==> src/rtl/htw_pkg.sv <==
// Shared constants, types and state codes for the hierarchical timer wheel.
// No dependencies; htw_place and hierarchical_timer_wheel refer to it by scoped names.
package htw_pkg;

    localparam int SLOTS       = 64;  // slots per level, a power of two
    localparam int LEVELS      = 4;
    localparam int TIMER_COUNT = 64;
    localparam int TICK_BITS   = 32;

    localparam int ID_W      = 6;
    localparam int TICK_W    = 32;
    localparam int SLOT_BITS = $clog2(SLOTS);
    localparam int NSLOTS    = SLOTS * LEVELS;
    localparam int NS_W      = $clog2(NSLOTS);
    localparam int LV_W      = (LEVELS > 1) ? $clog2(LEVELS) : 1;
    localparam int IDX_W     = $clog2(TIMER_COUNT);

    typedef enum logic [1:0] {
        ST_ADDED   = 2'd0,
        ST_TOO_FAR = 2'd1,
        ST_PENDING = 2'd2,
        ST_EXPIRED = 2'd3
    } t_status;

    typedef enum logic [3:0] {
        S_IDLE,
        S_PLACE_START,
        S_PLACE_WAIT,
        S_APP_WR,
        S_RESP,
        S_CASC_CHK,
        S_LIST_RD,
        S_ENT_RD,
        S_ENT_USE,
        S_EMIT,
        S_WALK_NEXT
    } t_state;

    typedef struct packed {
        logic            busy;
        logic            done;
        logic            ok;
        logic [NS_W-1:0] slot;
    } t_place_res;

endpackage

==> src/rtl/htw_place.sv <==
// Level search: subtracts once, then shifts one level per cycle until it fits or reaches the last level.
// Depends on htw_pkg.
module htw_place (
    input  logic                           i_clk,
    input  logic                           i_rst_n,
    input  logic                           i_start,
    input  logic [htw_pkg::TICK_BITS-1:0]  i_exp,
    input  logic [htw_pkg::TICK_BITS-1:0]  i_tick,
    output htw_pkg::t_place_res            o_res
);
    logic                          r_busy;
    logic [htw_pkg::TICK_BITS-1:0] r_left;
    logic [htw_pkg::TICK_BITS-1:0] r_exp;
    logic [htw_pkg::LV_W-1:0]      r_lv;
    logic                          fit;
    logic                          last;

    assign fit  = r_left < htw_pkg::TICK_BITS'(htw_pkg::SLOTS);
    assign last = r_lv == htw_pkg::LV_W'(htw_pkg::LEVELS - 1);

    always_ff @(posedge i_clk) begin
        if (!i_rst_n) begin
            r_busy <= 1'b0;
        end else if (i_start) begin
            r_busy <= 1'b1;
            r_left <= i_exp - i_tick;
            r_exp  <= i_exp;
            r_lv   <= '0;
        end else if (r_busy) begin
            if (fit || last) begin
                r_busy <= 1'b0;
            end else begin
                r_left <= r_left >> htw_pkg::SLOT_BITS;
                r_exp  <= r_exp >> htw_pkg::SLOT_BITS;
                r_lv   <= r_lv + htw_pkg::LV_W'(1);
            end
        end
    end

    always_comb begin
        o_res.busy = r_busy;
        o_res.done = r_busy && (fit || last);
        o_res.ok   = fit;
        o_res.slot = htw_pkg::NS_W'({r_lv, r_exp[htw_pkg::SLOT_BITS-1:0]});
    end
endmodule

==> config.mk <==
export PLATFORM = sky130hd
export DESIGN_NAME = htw_place
export DESIGN_NICKNAME = d
export VERILOG_FILES = /design/src/rtl/htw_pkg.sv /design/src/rtl/htw_place.sv
export SDC_FILE = /design/constraint.sdc
export NUM_CORES = 1
export LEC_CHECK = 0
export ABC_AREA = 1
export BUFFER_PORTS_ARGS = -buffer_cell sky130_fd_sc_hd__buf_4
export CAP_MARGIN = 20
export CORE_MARGIN = 5
export CORE_UTILIZATION = 40
export DETAILED_ROUTE_END_ITERATION = 10
export PLACE_DENSITY = 0.61
export RECOVER_POWER = 25
export REMOVE_ABC_BUFFERS = 1
export SLEW_MARGIN = 20
export SYNTH_ARGS = -nofsm -noshare
export SYNTH_HDL_FRONTEND = slang
export SYNTH_SLANG_ARGS = --single-unit
==> constraint.sdc <==
create_clock -name i_clk -period 6.3 [get_ports i_clk]
set_input_delay 0.945 -clock i_clk [delete_from_list [all_inputs] [get_ports i_clk]]
set_output_delay 0.945 -clock i_clk [all_outputs]
set_load 0.01 [all_outputs]
=== After elaboration in Yosys (flattened, before gate mapping) ===
Index checks and enable logic that the tools add are counted.

* Input port bits: 67
* Output and inout bits: 11
* Word-level logic and storage cells: 24
* Flip-flop bits (word level): 67

* Eq/ne operators: 2
* Multiplexer cells: 11
* Reductions and logical operators: 4
* $add $sub $neg: 2
* $lt $le $gt $ge: 1

{| class="wikitable"
|+ Operator list
! cell !! count
|-
| two-way mux 32 bit || 6
|-
| < comparator 32 x 7 -> 1 bit (second input constant) || 1
|-
| subtractor 32 bit || 1
|-
| two-way mux 2 bit || 2
|-
| two-way mux 1 bit || 3
|-
| AND reduction 3 bit || 1
|-
| adder 2 x 1 -> 2 bit (second input constant) || 1
|-
| equality test 2 bit (second input constant) || 1
|-
| != test 2 bit (second input constant) || 1
|-
| nonzero test 2 bit || 1
|-
| logical AND 1 bit || 1
|-
| logical OR 1 bit || 1
|}

=== Depth between registers and ports, before layout ===
* Depth in word-level cells: 5
* Gate-level depth with buffers: 14
* Gate-level depth less buffers: 14

=== Worst setup path before layout ===
Ideal clock, no wire load.

* Path type: input to register
* From: input i_start
* To: register r_exp[0] in the netlist's numbering (enable)
* Data arrival time: 5.756 ns
* Data required time: 5.730 ns
* Stages: 4
* Setup time: 0.570 ns
* Slack: -0.026 ns
* Path buffers: 2
* Path through: clkbuf_1 -> inv_1 -> buf_2 -> a21boi_0

* Longest elaborated chain between the ends: 2
* Elaborated cells on any way between the ends: 3
* Those cells by class: eq/ne (1); reduce/logical (2)

{| class="wikitable"
|+ RTL lines
! item !! RTL line !! text
|-
| from (decl) || htw_place.sv:6 || <nowiki>input logic i_start,</nowiki>
|-
| != test 2 bit (no source line) or nonzero test 2 bit (tied branches) || - ||
|-
| AND reduction 3 bit (no source line) (*) || - ||
|-
| to (signal assigned) || htw_place.sv:27 || <nowiki>r_exp <= i_exp;</nowiki>
|-
| to (signal assigned) || htw_place.sv:34 || <nowiki>r_exp <= r_exp >> htw_pkg::SLOT_BITS;</nowiki>
|-
| to (decl) || htw_place.sv:13 || <nowiki>logic [htw_pkg::TICK_BITS-1:0] r_exp;</nowiki>
|}

Every way passes the cells marked *; elsewhere a longest branch is shown, timed or not.
A chain may end at the register's enable or synchronous reset.

=== Worst setup path in the final report ===
* From: input i_start
* To: register r_exp[21] in the netlist's numbering (enable)

The elaborated chain is that of the path after synthesis.

==> metrics.txt <==
CTS Hold Buffers Added 0; share of layout cells above drive strength 1 14.2%; drt first pass iters 6; max-slew violation count 53; Final Instance Count excl. Fillers 1005; crit end category register; mean area per synthesized cell 6.66 um2; Power per Cell Area 225 mW/mm2; DPL Wire Length 10600 um; core area 0.0125 mm2; vias in the first global route 4634; Syn Std Cell Area 0.00505 mm2; failing checks max-capacitance violations, max-slew violations; Synth async-reset ratio 0%; Max Cap Viol 1; Worst EP arrival 3.93 ns; Die H 122 um; PostCTS Resize Cnt 0; via count 4632; gr ovfl total 0; Reg2Reg Setup Slack 3.93 ns; fin crit share 63.0%; antenna violations before repair 0; Final Hold Viols 0; Fmax 0.252 GHz; DRC Markers 0; Final GP Congestion 0.908; Ant. Diodes 0; Netlist cell types 31; Total GRT Usage 19.1%; Max H-tree Level 3; Primary FF master, synth edfxtp_1; RSZ-0062 raised after global routing false; First DRT Iteration DRCs 340; Rel. slew slack -60.5%; CP max FO 60; cells after synthesis 758; Setup Viol. Count Final 0; CTS tree yes; Core Rows 41; Hold Path Class reg -> reg; worst r2r src r_left[29]; outcome complete, but fails checks; clk_lat worst skew 0.34 ns; clock sink count 61; total die area 0.0150 mm2; number of buffers added on ports 77; CTS root buf clkbuf_16; synthesis-to-finish area growth 19.5%; Slew @ Worst Pin 2.41 ns; Die Wd 122 um; Yosys Warn Count 0; post-route ant nets 0; post-synthesis register bit count 61; cts bufs inserted 9; WS Path Type in -> reg; Cells on Worst Hold Path 2; number of synthesized flops with an enable pin 60; total wire length 13400 um; Initial Util 40.3%; nets 926; Hold Crit Start r_exp[28]; register area share after synthesis 36.1%; Worst-path clk slew 0.06 ns; vias per cell 4.61; worst reg2reg path depth 8; DP Cell Count 989; Worst Skew 0.00896 ns; Max clock buf depth 2; min Tclk post-route 3.97 ns; Worst setup SP type input port; fill cell count 1329; sink of the worst hold path r_exp[22]; # Post-CTS Setup Buffers 0; static leakage 3.23 nW; IO Pins 78; peak supply drop 145 uV; Avg WL per Cell 13.3 um; critical path required time 6.26 ns; Final Total Pwr 1.36 mW; RR Endpoint r_exp[21]; first-pass GRT wire length 22200 um; largest net degree at the start of global routing 61; Hold WS 0.501 ns
synthesized netlist by cell type (4+ instances only):
master,number,area share [%]
ha_1,31,7.7
o21ai_0,9,0.89
inv_2,8,0.60
inv_1,134,10
a21oi_1,25,2.5
buf_4,8,1.2
nor2_2,6,0.74
nor2_1,62,4.6
nor3_2,5,0.99
a21boi_0,4,0.60
nand3_1,37,3.7
nand2_1,310,23
clkbuf_1,9,0.67
nand2_2,12,1.5
nand4_1,6,0.74
xnor2_1,7,1.2
edfxtp_1,60,36
power by group:
part	switching, mW	leakage [nW]	internal, mW
logic	0.209	2.49	0.122
registers	0.0110	0.586	0.488
clock network	0.180	0.148	0.346
total	0.400	3.23	0.955
worst max path at each step:
stage / start / to / slack [ns] / depth (start not counted)
final: i_start / r_exp[21] / 2.33 / 4
after global routing: i_start / r_exp[19] / 2.03 / 4
after CTS: r_left[15] / o_res[9] / 3.66 / 6
after detailed placement: i_start / r_exp[27] / 3.41 / 4
after global placement: i_start / r_exp[27] / 3.48 / 4
after floorplan: i_start / r_exp[0] / -0.23 / 2
cell usage in the layout (no fill, tap or decap), drive strengths merged, types with 2 or more instances in the layout:
cell and instances:
clkbuf 22, xnor2 7, nand4 6, a21boi 4, nor3 8, clkinv 2, edfxtp 60, inv 142
xor2 2, nor2 69, o21bai 3, bufinv 2, and2 2, nand2 323, o21ai 12, a21oi 28
nand3 37, ha 31, buf 69
layer usage:
layer	routed length, um	part of all wire, %	track usage [%]
met5	0	0	0
met3	689	5.2	4.06
met4	392	2.9	7.91
met2	6350	48	33.8
met1	5930	44	22.5
area by class of cell:
cell class | instances | area (um2) | area share, %
multi-input cells | 535 | 2590 | 43.0
flip-flops and latches | 61 | 1820 | 30.2
repair buffers | 79 | 556 | 9.21
inverters | 142 | 533 | 8.84
clock buffers | 12 | 236 | 3.92
well taps | 172 | 215 | 3.57
clock inverters | 4 | 72.6 | 1.20
registers in the layout (all words and copies together) (netlist names):
signal and flops:
r_busy 1, r_exp 32, r_left 26, r_lv 2
cell families after synthesis:
family | count (synthesis) | synth area share, %
xor+xnor | 9 | 1.56
compound gates | 48 | 5.38
flops | 61 | 36.1
fa+ha+maj | 31 | 7.69
buf+inv | 162 | 12.7
simple gates | 447 | 36.6
critical path, cell delays in order:
cell and delay [ns]:
clkbuf_1 1.67, inv_1 0.34, a21boi_4 0.25, buf_4 0.66
metrics by stage:
| step | setup TNS (ns) | instance area, um2 | utilization (%) | worst slack (ns) |
|---|---|---|---|---|
| 2_1_floorplan | -13.66 | 4940 | - | -0.228 |
| 3_3_place_gp | 0 | 5760 | 46.0 | 3.48 |
| 3_5_place_dp | 0 | 5760 | 46.0 | 3.41 |
| 4_1_cts | 0 | 6070 | 48.5 | 3.66 |
| 5_1_grt | 0 | 6030 | 48.2 | 2.03 |
| 6_report | 0 | 6030 | 48.2 | 2.33 |
Power figures use the tool's default switching activity.
