## src/rtl/htw_ram.sv

```systemverilog
// Generic single-port RAM with registered read data.
// No dependencies.
module htw_ram #(
    parameter int WIDTH = 8,
    parameter int DEPTH = 64
) (
    input  logic                     i_clk,
    input  logic                     i_we,
    input  logic [$clog2(DEPTH)-1:0] i_addr,
    input  logic [WIDTH-1:0]         i_wdata,
    output logic [WIDTH-1:0]         o_rdata
);
    logic [WIDTH-1:0] r_mem [DEPTH];
    logic [WIDTH-1:0] r_rdata;

    always_ff @(posedge i_clk) begin
        if (i_we) begin
            r_mem[i_addr] <= i_wdata;
        end
        r_rdata <= r_mem[i_addr];
    end

    assign o_rdata = r_rdata;
endmodule

```

## config.mk

```make
export PLATFORM = sky130hd
export DESIGN_NAME = htw_ram
export DESIGN_NICKNAME = d
export VERILOG_FILES = /design/src/rtl/htw_ram.sv
export SDC_FILE = /design/constraint.sdc
export NUM_CORES = 1
export LEC_CHECK = 0
export BUFFER_PORTS_ARGS = -buffer_cell sky130_fd_sc_hd__buf_2
export CAP_MARGIN = 20
export CORE_AREA = 2 2 252 279
export DETAILED_ROUTE_END_ITERATION = 8
export DIE_AREA = 0 0 254 281
export MAX_ROUTING_LAYER = met4
export SLEW_MARGIN = 20
export SYNTH_ARGS = -nofsm -noshare
export SYNTH_HDL_FRONTEND = slang
export SYNTH_SLANG_ARGS = --single-unit
```

## constraint.sdc

```tcl
create_clock -name i_clk -period 2.6 [get_ports i_clk]
set_clock_uncertainty 0.1 [all_clocks]
set_input_delay 0.26 -clock i_clk [delete_from_list [all_inputs] [get_ports i_clk]]
set_output_delay 0.26 -clock i_clk [all_outputs]
set_load 0.01 [all_outputs]
```

**After elaboration in Yosys (flattened, before gate mapping)**

Memories as Yosys holds them, arrays and structs flattened. A register that Yosys moved wholly into a read port is not among the register bits.
Index checks and enable logic that the tools add are counted.

- Muxes and demuxes: 2

Operators by type and width:

| cell | number |
|---|---|
| $mux W1 | 2 |

- Flip-flop bits (word level): 0
- Bits in writable memories: 512
- Bits of input ports: 16
- Output and inout bits: 8
- Logic and storage cells: 3
- Memories: 1

Memories:

| name | words | bits a word | rd ports | clocked after Yosys merged registers in | wr ports | RTL line | RTL |
|---|---|---|---|---|---|---|---|
| r_mem | 64 | 8 | 1 | 1 | 1 | 13 | `logic [WIDTH-1:0] r_mem [DEPTH];` |

**Longest topological paths before layout**

Gate-level depths: netlist of run 1.

- Depth in word-level cells: 2
- Depth in mapped cells: 10
- Depth with buffers taken out: 5

**Worst setup path after synthesis of run 1**

Ideal clock, no wire load.

- Kind: input -> register
- From: input port i_addr[1]
- To: memory r_mem[13][0], enable pin
- Arrival: 1.988 ns
- Data required time: 2.130 ns
- Setup slack: 0.141 ns
- Stages on the path: 7
- Path through: buf_6 -> buf_6 -> nor2b_1 -> clkbuf_1 -> clkbuf_1 -> nand3_1 -> nor2_1

RTL lines:

| item | RTL line | RTL |
|---|---|---|
| from (decl) | 9 | `input logic [$clog2(DEPTH)-1:0] i_addr,` |
| to (decl) | 13 |  |

Straight into the memory's write port.

==> out/metrics.csv, run 1 <==
stage,metric,value,unit
synthesis,yosysSeqAreaShare,76.0,%
cts,clkTransAtPathRegs,0.06,ns
placement,dp_hpwl,37600,um
sta,slew_headroom,40.4,%
worst_hold_path,hp-class,in -> reg,
critical_path,endpoint_kind,register,
cts,clock-sinks,520,
synthesis,syn_nets,1187,
synthesis,synth_edf_count,512,
critical_path,crit_arrival,2.63,ns
global_routing,grt_pass1_wl,81600,um
layout,finalNetCount,1366,
layout,final_area,24700,um^2
die,io-pin-count,24,
synthesis,yosysWarnings,0,
critical_path,crit_start,r_mem[2][7],
die,core,68500,um^2
layout,drive_above_1_share,24.8,%
die,die_area,71400,um^2
critical_path,rr_worst_depth,5,
synthesis,synthTopCellsByArea,"edfxtp_1 (75%), mux4_2 (4.5%), mux2i_1 (3.1%)",
global_routing,gr-total-overflow,0,
route,vias,11914,
outcome,status,"complete, no violations",
placement,postPlaceCellArea,22900,um^2
layout,area_growth,20.7,%
route,met1_length,22800,um
global_routing,antenna_found_initial,1,
placement,portBuffers,23,
route,drc,0,
die,start_util,29.9,%
synthesis,netlist_top_cells_count,"edfxtp_1 (512), nor2_1 (82), mux2i_1 (63)",
synthesis,synth_area,20400,um^2
synthesis,synth_top_area_cell,edfxtp_1,
synthesis,yosysMostFrequentCell,edfxtp_1,
sta,worstMarginPinSlew,0.892,ns
global_routing,grt_pass1_vias,11881,
global_routing,grt_max_degree,65,
route,top_layer_used,met4,
layout,antennaDiodeCount,0,
cts,cts_setup_buffers,0,
synthesis,synth-main-ff-cell,edfxtp_1,
critical_path,cp_data_required_time,2.98,ns
die,die_w,254,um
global_routing,track_usage,16.2,%
route,wl_per_cell,24.1,um
route,first_pass_iters,5,
route,wl,55800,um
placement,place.gp.congestion,0.935,
critical_path,cp-endpoint,o_rdata[7],
placement,place_inst,2224,
die,rows,101,
cts,tritoncts,done,
pwr,p_leak,8.14,nW
sta,setup_viol_count_final,0,
route,via_per_inst,5.14,
route,dr_wl_met3,4340,um
cts,clock_latency,0.60,ns
die,fp.dieH,281,um
synthesis,async_flop_share,0,%
critical_path,crit_fanout,1,
critical_path,startpoint_type,register,
sta,final_max_slew_viol_count,0,
cts,cts_max_path_buffers,3,
run,max-cap-violations,0,
layout,finalNonFillerCells,2319,
synthesis,synth_cells,1171,
critical_path,r2r_setup_slack,0.35,ns
sta,finalHoldViolations,0,
synthesis,ys_ff_latch,520,
synthesis,synth.top_cell.area_share,75.2,%
pwr,peakVddDrop,0.483,mV
sta,period_minus_slack,2.25,ns
critical_path,reg2reg_to,o_rdata[7],
pwr,p_per_area,732,nW/um^2
cts,cts_buffers,50,
cts,ctsHtreeMaxLevel,2,
sta,rsz0062_at_grt,false,
pwr,finalPower,0.0181,W
critical_path,reg2reg_from,r_mem[2][7],
route,dr_wl_met2,26400,um
cts,root_buffer,clkbuf_16,
route,drt_iter0_markers,1274,
synthesis,synth.avg_cell_area,17.5,um^2
route,ant_nets,0,
synthesis,synth_cell_type_count,56,
critical_path,path_class,reg -> reg,
sta,period_share,86.6,%
sta,fmax,0.444,GHz
## sequential cells by signal, indices dropped and copies added, names as in the netlist
signal   flops
r_mem      512
o_rdata      8
## layer usage
layer / vias up / GRT usage (%)
met3: 132 / 3.06
met1: 6111 / 20.9
met2: 551 / 25.2
met5: - / -
li1: 5120 / -
met4: 0 / 6.30
## how the worst min path moves through the flow
stage / from / end / slack, ns / depth (start not counted)
final: i_wdata[2] / r_mem[16][2] / 0.01 / 1
after global routing: i_wdata[0] / r_mem[13][0] / 0.01 / 1
after CTS: i_wdata[2] / r_mem[13][2] / 0.008 / 1
after detailed placement: r_mem[3][0] / o_rdata[0] / 0.54 / 3
after global placement: r_mem[3][0] / o_rdata[0] / 0.54 / 3
after floorplan: i_wdata[0] / r_mem[0][0] / 0.26 / 0
## per-stage QoR
step / setup TNS [ns] / hold WS [ns] / util, % / setup slack [ns]
floorplan: 0 / 0.259 / - / 0.141
global placement: -0.427 / 0.536 / 33.5 / -0.192
detailed placement: -0.569 / 0.543 / 33.5 / -0.189
CTS: 0 / 0.00810 / 36.0 / 0.349
global route: 0 / 0.00972 / 36.0 / 0.299
finish: 0 / 0.0120 / 36.0 / 0.349
## layout make-up
class / instances / area [um^2]
Fill cell: 6435 / 43800
Sequential cell: 520 / 15500
Multi-Input combinational cell: 567 / 4510
Timing Repair Buffer: 208 / 1720
Clock buffer: 61 / 1360
Tap cell: 927 / 1160
Clock inverter: 33 / 388
Inverter: 3 / 11.3
## critical path, cell delays in order (launching register included)
cell and delay (ns):
edfxtp_1 0.37, mux2_1 0.32, mux4_2 0.45, o21ai_1 0.22, o2111ai_1 0.14, or4b_1 0.53
## placed cells by master, fill, tap and decap left out, drive strengths merged, types with 8 or more instances in the layout
cell type  netlist  layout
mux4            41      41
and2            10      10
and3             9       9
mux2            12      12
a221oi          21      21
edfxtp         512     512
mux2i           63      63
clkbuf          36      61
nand2b          24      24
a21oi           28      28
o21ai           11      11
a221o           11      11
bufinv           0       8
nand3b          12      12
a22o            10      10
o22ai           22      22
a22oi           40      40
o221ai           9       9
o22a            11      11
a31oi           15      15
dfxtp            8       8
nor2            82      82
nor2b            8       8
buf             45     207
clkinv           0      18
nand3            8       8
nand2           45      45
## where the power goes
part | switching, W | internal (W) | total (W)
clock network | 0.00314 | 0.00452 | 0.00766
registers | 0.0000337 | 0.00928 | 0.00931
logic | 0.000690 | 0.000412 | 0.00110
## timing repair
item | CTS | global route
hold endpoints to repair | 5 | 0
resized for setup | 0 | 0
hold buffers | 1 | 0
## cells by family (layout without fill, tap and decap cells)
group,after synthesis,in the layout,synth area share [%]
flops,520,520,76.0
mux,116,116,8.26
simple gates,229,229,5.71
buf+inv,84,305,1.98
compound gates,222,222,8.08
Note: power is estimated with default switching activity, not from simulation.
==> inputs of run 2 (changes only) <==
CAP_MARGIN = unset   (was 20)
CORE_AREA = 5 5 255 282   (was 2 2 252 279)
DIE_AREA = 0 0 260 287   (was 0 0 254 281)
==> out/metrics.csv, run 2 (synthesis gave the netlist of run 1 again) <==
stage,metric,value,unit,change
global_routing,track_usage,15.0,%,was 16.2%
global_routing,antenna_found_initial,1,,unchanged
pwr,switching_share,21.4,%,about the same
die,die_area,74600,um^2,was 71400 um^2
layout,area_growth,20.3,%,was 20.7%
placement,post-place-ws,-0.252,ns,was -0.189 ns
layout,final_cell_mix,"edfxtp_1 (512), buf_4 (164), nor2_1 (81)",,"was edfxtp_1 (512), buf_4 (170), nor2_1 (81)"
outcome,status,"complete, no violations",,unchanged
cts,cts_setup_buffers,0,,unchanged
critical_path,critPathBufInv,0,,unchanged
pwr,switchingPower,0.00378,W,was 0.00386 W
critical_path,endpoint_kind,register,,unchanged
route,drc,0,,unchanged
pwr,p_per_area,717,nW/um^2,was 732 nW/um^2
route,via_per_inst,5.07,,was 5.14
layout,regMostFlops,r_mem,,unchanged
route,drt_iter0_markers,1054,,was 1274
sta,hold_ws,0.0416,ns,was 0.0120 ns
placement,dp_hpwl,36000,um,was 37600 um
sta,final_max_slew_viol_count,0,,unchanged
cts,cts_buffers,52,,was 50
worst_hold_path,hp-class,in -> reg,,unchanged
global_routing,gr-total-overflow,0,,unchanged
pwr,power_frac_comb,6.2,%,was 6.1%
cts,cts_resized,0,,unchanged
pwr,pwr-share-clk,41.0,%,was 42.4%
layout,drive_above_1_share,24.1,%,was 24.8%
route,ant_nets,0,,unchanged
pwr,p_int,0.0139,W,was 0.0142 W
run,max-cap-violations,0,,unchanged
route,first_pass_iters,5,,unchanged
sta,period_minus_slack,2.38,ns,was 2.25 ns
die,core,68600,um^2,was 68500 um^2
sta,period_share,91.4,%,was 86.6%
die,fp.dieH,287,um,was 281 um
critical_path,crit_arrival,2.73,ns,was 2.63 ns
layout,final_common_cell,edfxtp_1,,unchanged
placement,place.gp.congestion,0.859,,was 0.935
cts,cts_max_path_buffers,3,,unchanged
sta,slew_headroom,29.9,%,was 40.4%
critical_path,crit_fanout,1,,unchanged
cts,clock_latency,0.59,ns,was 0.60 ns
sta,finalHoldViolations,0,,unchanged
die,die_w,260,um,was 254 um
critical_path,startpoint_type,register,,unchanged
route,vias,11766,,was 11914
critical_path,slowest_stage,mux4_2,,was or4b_1
sta,rsz0062_at_grt,false,,unchanged
placement,portBuffers,23,,unchanged
die,rows,101,,unchanged
layout,largest_reg_flops,512,,unchanged
global_routing,grt_pass1_wl,80700,um,was 81600 um
die,io-pin-count,24,,unchanged
route,wl,55000,um,was 55800 um
die,start_util,29.8,%,was 29.9%
cts,tritoncts,done,,unchanged
pwr,p_seq_share,52.8,%,was 51.5%
critical_path,path_class,reg -> reg,,unchanged
sta,timing.final.ws_setup,0.224,ns,was 0.349 ns
layout,finalNetCount,1365,,was 1366
critical_path,max_stage_delay,0.48,ns,was 0.53 ns
cts,root_buffer,clkbuf_16,,unchanged
cts,clock-sinks,520,,unchanged
pwr,finalPower,0.0176,W,was 0.0181 W
global_routing,grt_max_degree,65,,unchanged
critical_path,path_cells,mux4_2 > mux2i_1 > o22a_1 > o311ai_0 > or4_1,,was mux2_1 > mux4_2 > o21ai_1 > o2111ai_1 > or4b_1
pwr,p_leak,8.11,nW,was 8.14 nW
sta,fmax,0.421,GHz,was 0.444 GHz
cts,ctsHtreeMaxLevel,2,,unchanged
critical_path,cpLargestDelayFamily,multiplexers,,unchanged
cts,ctsHoldBuffers,1,,unchanged
global_routing,grt_pass1_vias,12113,,was 11881
sta,worstMarginPinSlew,1.05,ns,was 0.892 ns
route,wl_per_cell,23.7,um,was 24.1 um
sta,setup_viol_count_final,0,,unchanged
cts,clkTransAtPathRegs,0.06,ns,about the same
pwr,peakVddDrop,0.437,mV,was 0.483 mV
critical_path,cp_data_required_time,2.95,ns,was 2.98 ns
## run 2: cell count changes in the layout (fill, tap and decap cells not counted), sizes merged
cell and change:
bufinv -4, clkbuf +5, diode +1, clkinv +6, clkinvlp -5, buf -3
## run 2: worst paths after layout
check             slack [ns]            to  cells past startpoint    startpoint
hold / removal          0.04  r_mem[42][7]                      1    i_wdata[7]
setup reg to reg        0.22    o_rdata[1]                      5  r_mem[54][1]
hold reg to reg         0.56    o_rdata[4]                      3   r_mem[3][4]
setup / recovery        0.22    o_rdata[1]                      5  r_mem[54][1]
## run 2: power by group through the flow
| stage | clock (W) | sequential, W | combinational (W) |
|---|---|---|---|
| 3_5_place_dp | 0 | 0.00949 | 0.00109 |
| 4_1_cts | 0.00736 | 0.00931 | 0.00110 |
| 6_report | 0.00724 | 0.00931 | 0.00110 |
| 5_1_grt | 0.00770 | 0.00931 | 0.00116 |
| 2_1_floorplan | 0 | 0.00948 | 0.000504 |
| 3_3_place_gp | 0 | 0.00949 | 0.00108 |
## run 2: per-layer routing
layer  routed length, um  up-vias  part of all wire [%]  global-route usage (%)
met5                   0        -                     0                       -
met4                2080        0                   3.8                    5.80
met3                4240      118                   7.7                    3.00
met2               26300      499                    48                    23.7
met1               22400     6035                    41                    19.1
li1                    -     5114                     -                       -
## run 2: layout make-up
class | count | area (um^2)
Timing Repair Buffer | 205 | 1730
Tap cell | 927 | 1160
Fill cell | 6395 | 44000
Multi-Input combinational cell | 567 | 4510
Inverter | 3 | 11.3
Sequential cell | 520 | 15500
Clock inverter | 30 | 241
Clock buffer | 66 | 1400
Antenna cell | 1 | 2.50
## run 2: stage by stage
stage	area, um^2	cells	util [%]	setup TNS [ns]
final	24600	2319	35.8	0
after global routing	24600	2319	35.8	0
after global placement	22900	2221	33.4	-0.720
after detailed placement	22900	2221	33.4	-0.805
after floorplan	20400	1171	-	0
after CTS	24600	2318	35.8	0
